### config.mk
export PLATFORM = sky130hd
export DESIGN_NAME = blk2b_ctrl
export DESIGN_NICKNAME = d
export VERILOG_FILES = /design/src/hw/rtl/blk2b_pkg.sv /design/src/hw/rtl/blk2b_ctrl.sv
export SDC_FILE = /design/constraint.sdc
export NUM_CORES = 1
export LEC_CHECK = 0
export BUFFER_PORTS_ARGS = -buffer_cell sky130_fd_sc_hd__clkbuf_2
export CAP_MARGIN = 10
export CORE_MARGIN = 2
export CORE_UTILIZATION = 46
export CTS_CLUSTER_DIAMETER = 80
export DETAILED_ROUTE_END_ITERATION = 7
export PLACE_DENSITY = 0.75
export REMOVE_ABC_BUFFERS = 1
export SLEW_MARGIN = 15
export SYNTH_ARGS = -nofsm -noshare
export SYNTH_HDL_FRONTEND = slang
export SYNTH_SLANG_ARGS = --single-unit
### constraint.sdc
create_clock -name clock -period 1.75 [get_ports clock]
set_input_delay 0.35 -clock clock [delete_from_list [all_inputs] [get_ports clock]]
set_output_delay 0.35 -clock clock [all_outputs]
set_load 0.03 [all_outputs]
### src/hw/rtl/blk2b_pkg.sv
package blk2b_pkg;

   localparam int unsigned CfgIdxWidth = 3;

   localparam logic [CfgIdxWidth-1:0] CFG_DIGEST_LENGTH  = 3'd0;
   localparam logic [CfgIdxWidth-1:0] CFG_KEY_LENGTH     = 3'd1;
   localparam logic [CfgIdxWidth-1:0] CFG_SALT_LOW       = 3'd2;
   localparam logic [CfgIdxWidth-1:0] CFG_SALT_HIGH      = 3'd3;
   localparam logic [CfgIdxWidth-1:0] CFG_PERSONAL_LOW   = 3'd4;
   localparam logic [CfgIdxWidth-1:0] CFG_PERSONAL_HIGH  = 3'd5;
   localparam logic [CfgIdxWidth-1:0] CFG_LAST_NODE_FLAG = 3'd6;

   localparam logic [3:0] LAST_ROUND = 4'd11;

   typedef struct packed {
      logic       init;
      logic       latch;
      logic       put_byte;
      logic [2:0] byte_sel;
      logic       add_full;
      logic       pad;
      logic       v_init;
      logic       final_blk;
      logic       g_half;
      logic [3:0] round;
      logic [2:0] g_idx;
      logic       half;
      logic       fold;
      logic       out_load;
      logic [2:0] out_idx;
   } cmd_type;

   typedef struct packed {
      logic       fill_full;
      logic [3:0] out_words;
   } status_type;

   function automatic logic [63:0] iv_word(input logic [2:0] i);
      logic [63:0] r;
      case (i)
         3'd0: r = 64'h6a09e667f3bcc908;
         3'd1: r = 64'hbb67ae8584caa73b;
         3'd2: r = 64'h3c6ef372fe94f82b;
         3'd3: r = 64'ha54ff53a5f1d36f1;
         3'd4: r = 64'h510e527fade682d1;
         3'd5: r = 64'h9b05688c2b3e6c1f;
         3'd6: r = 64'h1f83d9abfb41bd6b;
         default: r = 64'h5be0cd19137e2179;
      endcase
      return r;
   endfunction

   function automatic logic [3:0] sigma(input logic [3:0] round, input logic [3:0] k);
      logic [63:0] row;
      case (round)
         4'd0, 4'd10: row = 64'hFEDCBA9876543210;
         4'd1, 4'd11: row = 64'h357B20C16DF984AE;
         4'd2:        row = 64'h491763EADF250C8B;
         4'd3:        row = 64'h8F04A562EBCD1397;
         4'd4:        row = 64'hD386CB1EFA427509;
         4'd5:        row = 64'h91EF57D438B0A6C2;
         4'd6:        row = 64'hB8293670A4DEF15C;
         4'd7:        row = 64'hA2684F05931CE7BD;
         4'd8:        row = 64'h5A417D2C803B9EF6;
         4'd9:        row = 64'h0DC3E9BF5167482A;
         default:     row = 64'hFEDCBA9876543210;
      endcase
      return row[{k, 2'b00} +: 4];
   endfunction

endpackage

### src/hw/rtl/blk2b_ctrl.sv
module blk2b_ctrl (
   input  logic                  clock,
   input  logic                  reset,
   input  logic                  req_tvalid,
   output logic                  req_tready,
   input  logic [3:0]            req_count,
   input  logic                  req_tlast,
   output logic                  rsp_tvalid,
   input  logic                  rsp_tready,
   output blk2b_pkg::cmd_type    cmd,
   input  blk2b_pkg::status_type status
);
   import blk2b_pkg::*;

   localparam logic [2:0] S_IDLE   = 3'd0;
   localparam logic [2:0] S_ABSORB = 3'd1;
   localparam logic [2:0] S_PAD    = 3'd2;
   localparam logic [2:0] S_VINIT  = 3'd3;
   localparam logic [2:0] S_GHALF  = 3'd4;
   localparam logic [2:0] S_FOLD   = 3'd5;
   localparam logic [2:0] S_OUT    = 3'd6;

   logic [2:0] state_ff, state_in;
   logic       busy_ff, busy_in;
   logic [3:0] n_ff, n_in;
   logic       last_ff, last_in;
   logic [3:0] bidx_ff, bidx_in;
   logic       fin_ff, fin_in;
   logic [3:0] round_ff, round_in;
   logic [2:0] g_ff, g_in;
   logic       half_ff, half_in;
   logic [2:0] oidx_ff, oidx_in;
   logic       valid_ff, valid_in;
   logic       acc;

   assign req_tready = (state_ff == S_IDLE);
   assign rsp_tvalid = valid_ff;
   assign acc        = req_tvalid && req_tready;

   always_comb begin
      state_in = state_ff;
      busy_in  = busy_ff;
      n_in     = n_ff;
      last_in  = last_ff;
      bidx_in  = bidx_ff;
      fin_in   = fin_ff;
      round_in = round_ff;
      g_in     = g_ff;
      half_in  = half_ff;
      oidx_in  = oidx_ff;
      valid_in = valid_ff;
      cmd          = '0;
      cmd.byte_sel = bidx_ff[2:0];
      cmd.final_blk = fin_ff;
      cmd.round    = round_ff;
      cmd.g_idx    = g_ff;
      cmd.half     = half_ff;
      cmd.out_idx  = oidx_ff;
      case (state_ff)
         S_IDLE: begin
            if (acc) begin
               cmd.latch = 1'b1;
               cmd.init  = !busy_ff;
               busy_in   = 1'b1;
               n_in      = (req_count > 4'd8) ? 4'd8 : req_count;
               last_in   = req_tlast;
               bidx_in   = '0;
               state_in  = S_ABSORB;
            end
         end
         S_ABSORB: begin
            if (bidx_ff != n_ff) begin
               if (status.fill_full) begin
                  cmd.add_full = 1'b1;
                  fin_in       = 1'b0;
                  state_in     = S_VINIT;
               end else begin
                  cmd.put_byte = 1'b1;
                  bidx_in      = bidx_ff + 4'd1;
               end
            end else if (last_ff) begin
               state_in = S_PAD;
            end else begin
               state_in = S_IDLE;
            end
         end
         S_PAD: begin
            cmd.pad  = 1'b1;
            fin_in   = 1'b1;
            state_in = S_VINIT;
         end
         S_VINIT: begin
            cmd.v_init = 1'b1;
            round_in   = '0;
            g_in       = '0;
            half_in    = 1'b0;
            state_in   = S_GHALF;
         end
         S_GHALF: begin
            cmd.g_half = 1'b1;
            half_in    = !half_ff;
            if (half_ff) begin
               g_in = g_ff + 3'd1;
               if (g_ff == 3'd7) begin
                  round_in = round_ff + 4'd1;
                  if (round_ff == LAST_ROUND) begin
                     state_in = S_FOLD;
                  end
               end
            end
         end
         S_FOLD: begin
            cmd.fold = 1'b1;
            oidx_in  = '0;
            state_in = fin_ff ? S_OUT : S_ABSORB;
         end
         S_OUT: begin
            if (!valid_ff) begin
               cmd.out_load = 1'b1;
               valid_in     = 1'b1;
            end else if (rsp_tready) begin
               valid_in = 1'b0;
               if ({1'b0, oidx_ff} + 4'd1 == status.out_words) begin
                  busy_in  = 1'b0;
                  state_in = S_IDLE;
               end else begin
                  oidx_in = oidx_ff + 3'd1;
               end
            end
         end
         default: begin
            state_in = S_IDLE;
         end
      endcase
   end

   always_ff @(posedge clock) begin
      if (reset) begin
         state_ff <= S_IDLE;
         busy_ff  <= 1'b0;
         valid_ff <= 1'b0;
         fin_ff   <= 1'b0;
      end else begin
         state_ff <= state_in;
         busy_ff  <= busy_in;
         valid_ff <= valid_in;
         fin_ff   <= fin_in;
      end
      n_ff     <= n_in;
      last_ff  <= last_in;
      bidx_ff  <= bidx_in;
      round_ff <= round_in;
      g_ff     <= g_in;
      half_ff  <= half_in;
      oidx_ff  <= oidx_in;
   end

endmodule

# Word level (Yosys, flattened, before mapping)
# Index checks and enable logic that the tools add are counted.
dict set report classes {
  n_mul 0
  n_bitwise 0
  n_lt_le_gt_ge 1
  n_div 0
  n_addsub 5
  n_reduce_logical 17
  n_eq_ne 22
  shifts 0
  n_mux 50
}
# cell count
set op_table {}
lappend op_table {{3-bit 2-to-1 mux} 14}
lappend op_table {{3-bit case mux with 7 select lines} 1}
lappend op_table {{1-bit 2-to-1 mux} 20}
lappend op_table {{4-bit 2-to-1 mux} 5}
lappend op_table {{2-bit != test, second input constant} 10}
lappend op_table {{4-bit case mux with 2 select lines} 2}
lappend op_table {{3-bit == test, second input constant} 4}
lappend op_table {{3-bit case mux with 2 select lines} 2}
lappend op_table {{2-bit nonzero test} 5}
lappend op_table {{4-bit by 1-bit adder with 4-bit output, second input constant} 2}
lappend op_table {{4-bit AND reduction} 2}
lappend op_table {{8-bit AND reduction} 1}
lappend op_table {{3-bit by 1-bit adder with 3-bit output, second input constant} 2}
lappend op_table {{3-bit by 2-bit == test with 1-bit output, second input constant} 2}
lappend op_table {{2-bit 2-to-1 mux} 3}
lappend op_table {{1-bit case mux with 2 select lines} 3}
lappend op_table {{3-bit AND reduction} 2}
lappend op_table {{5-bit AND reduction} 1}
lappend op_table {{3-bit by 1-bit adder with 4-bit output, second input constant} 1}
lappend op_table {{4-bit == test} 1}
lappend op_table {{4-bit == test, second input constant} 1}
lappend op_table {{4-bit > comparator, second input constant} 1}
lappend op_table {{4-bit != test} 1}
lappend op_table {{2-bit AND reduction} 2}
lappend op_table {{other kinds (6)} 7}
dict set report word_totals {
  n_memories 0
  ramBits 0
  register_bits 26
  latchBits 0
  romBits 0
  wordCells 106
}

# Logic depth before layout (Yosys ltp)
dict set report depth {
  word_depth 6
  depth_mapped 7
  mapped_depth_nobuf 7
}

# Worst setup path after synthesis
# No wires, ideal clock.
dict set report synth_timing {
  path_kind {register to output}
  from {register state_ff[1]}
  to {output cmd[23] in the netlist's numbering}
  slack_ps -418
  arrival_time_ps 1818
  n_path_buf 1
  path_stages_with_launch 5
  path_cell_list {dfxtp_1 > buf_6 > nor3_1 > nand2_1 > nor2_1}
}
# element line_no
set synth_lines {}
lappend synth_lines {{start: declaration} blk2b_ctrl.sv:23} ;# logic [2:0] state_ff, state_in;
lappend synth_lines {{start signal: assignment} blk2b_ctrl.sv:144} ;# state_ff <= state_in;
lappend synth_lines {{end: declaration} blk2b_ctrl.sv:10} ;# output blk2b_pkg::cmd_type cmd,

# Worst setup path in the final report
dict set report layout_timing {
  from {register g_ff[0]}
  to {register state_ff[1]}
}
dict set report layout_via {
  elab_chain_len 3
}
# element line_no
set layout_rtl {}
lappend layout_rtl {{start: declaration} blk2b_ctrl.sv:30} ;# logic [2:0] g_ff, g_in;
lappend layout_rtl {{start signal: assignment} blk2b_ctrl.sv:153} ;# g_ff <= g_in;
lappend layout_rtl {{3-bit == test} blk2b_ctrl.sv:104} ;# if (g_ff == 3'd7) begin
lappend layout_rtl {{2-bit != test (no source line)} -}
lappend layout_rtl {{8-bit AND reduction (no source line)} -}
# No other way between the ends.
# A chain may end at the register's enable or synchronous reset.

==> metrics.cfg <==
[logic_synthesis]
synth_top_area_cell=edfxtp_1
postSynthCellCount=133
avgSynthCellArea_um2=10.59
ys_top_cells_by_area=edfxtp_1, dfxtp_1, nor2_1, xnor2_1, ha_1
yosysWarnings=0
ys_seq_area_share_pct=51.15
synth_top_area_share_pct=42.63
yosysUniqueCellTypes=34
synth_area_um2=1409
ys_seq_elements=26

[sta]
slew_headroom_pct=71.99
tightest_slew_ns=0.4148
fmax_ghz=0.4920
final_max_slew_viol_count=0
fin_crit_sh_pct=116.2
rsz0062_at_grt=true
min_period_ns=2.033
finalHoldViolCount=0
setup_viol=11
fin_ws_ns=-0.2826
fin_worst_skew_ns=0.002476

[power_and_ir_drop]
seqPwrFrac_pct=34.5
combPwrFrac_pct=55.7
pwr_density_cell_nw_per_um2=1491
vdd_drop_max_mv=0.9837
clkPwrFrac_pct=9.8
leakage_uw=0.0008924
swShare_pct=43.35
switching_power_uw=1343
internal_power_uw=1755

[final_layout]
synthToLayoutAreaGrowth_pct=47.51
drive_gt1_share_pct=52.02
final_design_area_no_fill_um2=2078
final_common_cell=clkbuf_2
layout_common_cells=clkbuf_2, buf_4, edfxtp_1
finalCoreUtilization_pct=69.79
nets=218
diodes=0

[cts]
cts-htree-levels=1
postCtsHoldBufs=0
cts_sinks=26
clk_pin_slew_ns=0.14
insertion_delay_ns=0.32
clk_path_buf_depth=2
cts_tree=done
cts_root_buf=clkbuf_4
cts_made_buffers=3

[drt]
drt-pass1-iter-count=4
num_vias=1257
antenna_left=0
wire_per_inst_um=15.06
drt-total-wl_mm=3.480
via_per_inst=5.442
drc_errors=0
drtIter0Drc=34

[worst_setup_path]
worstPathRequired_ns=1.95
cp_max_fo=3
critPathLaunchType=flop
crit_path_end_kind=flop
cp_data_arrival_time_ns=2.23
crit_type=flop to flop

[die]
rows=20
start_util_pct=47.31
die-area_um2=3521
core_um2=2978
io_pins=40
die_h_um=59.34
dieWidth_um=59.34

[global_route]
grt_pass1_vias=1221
grt_util_all_layers_pct=20.55
antenna_found_initial=0
overflow=0
grt_pass1_wl_mm=5.416
grt_max_degree=15

[placed_design]
numPortBuffers=39
place_congestion=0.8353
place_hpwl_mm=2.397
place_area_um2=1743

[min_path]
hold_class=input pin to flop

[run]
cap_violations=0

[run_status]
failed_checks=negative setup slack
status=complete, but fails checks

-- routing by layer --
metal	share of wire (%)	up-vias	global-route usage, %
li1	-	603	-
met1	40	585	25.53
met2	51	60	35.16
met3	6.0	9	4.803
met4	2.1	0	6.494
met5	0	-	0
-- state kept, by name (all words and copies together), names as in the netlist --
name        cells
bidx_ff         4
busy_ff         1
fin_ff          1
g_ff            3
half_ff         1
last_ff         1
n_ff            4
oidx_ff         3
round_ff        4
rsp_tvalid      1
state_ff        3
-- cells by family (layout without fill, tap and decap cells) --
kind of cell	Yosys count	in the layout	share of synthesized area, %
compound gates	20	20	11.28
xor+xnor	13	13	8.082
fa+ha+maj	5	5	4.440
buf+inv	16	81	6.394
flops	26	26	51.16
mux	1	1	0.7105
simple gates	52	52	17.94
-- per-stage QoR --
| stage | setup slack (ns) | hold WS [ns] | cells | setup TNS (ns) | total power (uW) |
|---|---|---|---|---|---|
| floorplan | -0.3832 | 0.4191 | 125 | -6.186 | 1870 |
| global placement | -0.1224 | 0.4556 | 218 | -0.2710 | 2301 |
| detailed placement | -0.2639 | 0.4652 | 218 | -0.6879 | 2349 |
| CTS | -0.2422 | 0.2096 | 229 | -1.075 | 2965 |
| global route | -0.3497 | 0.1884 | 231 | -2.263 | 3264 |
| finish | -0.2826 | 0.2037 | 231 | -1.248 | 3098 |
-- power by group through the flow --
stage               logic [uW]  clock network [uW]  registers, uW
detailed placement        1330                   0           1020
global placement          1280                   0           1020
CTS                       1620                 306           1030
floorplan                  670                   0           1200
global route              1830                 342           1090
finish                    1720                 303           1070
-- Yosys cell counts --
cell type,instances
clkbuf_1,1
ha_1,5
and2_1,6
xor2_1,5
a221oi_1,2
dfxtp_1,6
or3_1,1
a41oi_2,1
inv_1,8
nor3_1,4
a221o_2,1
buf_6,1
o41ai_1,1
or2b_2,1
o2111ai_1,1
a21oi_1,3
o211ai_1,1
edfxtp_1,20
buf_4,6
or4b_1,1
a221oi_2,1
xnor2_1,8
nor2b_1,3
mux2i_1,1
o21ai_0,4
nand2_1,6
nand2b_1,1
o311ai_0,1
nor2_1,21
nand4_1,3
a21o_1,1
a31oi_1,2
a41o_1,1
nand3_1,5
-- layout make-up --
| type | instances | area [um2] |
|---|---|---|
| Timing Repair Buffer | 69 | 461.7 |
| Inverter | 8 | 33.78 |
| Tap cell | 33 | 41.29 |
| Sequential cell | 26 | 728.2 |
| Fill cell | 209 | 899.6 |
| Clock buffer | 4 | 36.28 |
| Multi-Input combinational cell | 91 | 777.0 |
-- worst max-delay path, stage by stage, from the launching register on --
cell	delay, ns
edfxtp_1	0.38
ha_2	0.20
ha_4	0.13
nand4_1	0.11
or3_4	0.36
a221o_2	0.41
a221oi_4	0.24
a221oi_2	0.09
-- timing repair --
action / CTS / global route
pin swaps: 10 / 4
resized for setup: 35 / 14
hold endpoints to repair: 0 / 0
buffers inserted: 7 / 2
endpoints found under the setup margin: 13 / 16
-- final timing paths --
| kind | from | end | slack (ns) | cells after the start |
|---|---|---|---|---|
| worst max-delay path | g_ff[0] | state_ff[1] | -0.28 | 7 |
| worst min-delay path | req_tlast | last_ff | 0.20 | 1 |
| worst max register to register | g_ff[0] | state_ff[1] | -0.28 | 7 |
| worst min register to register | busy_ff | busy_ff | 0.49 | 2 |
Power figures use the tool's default switching activity.
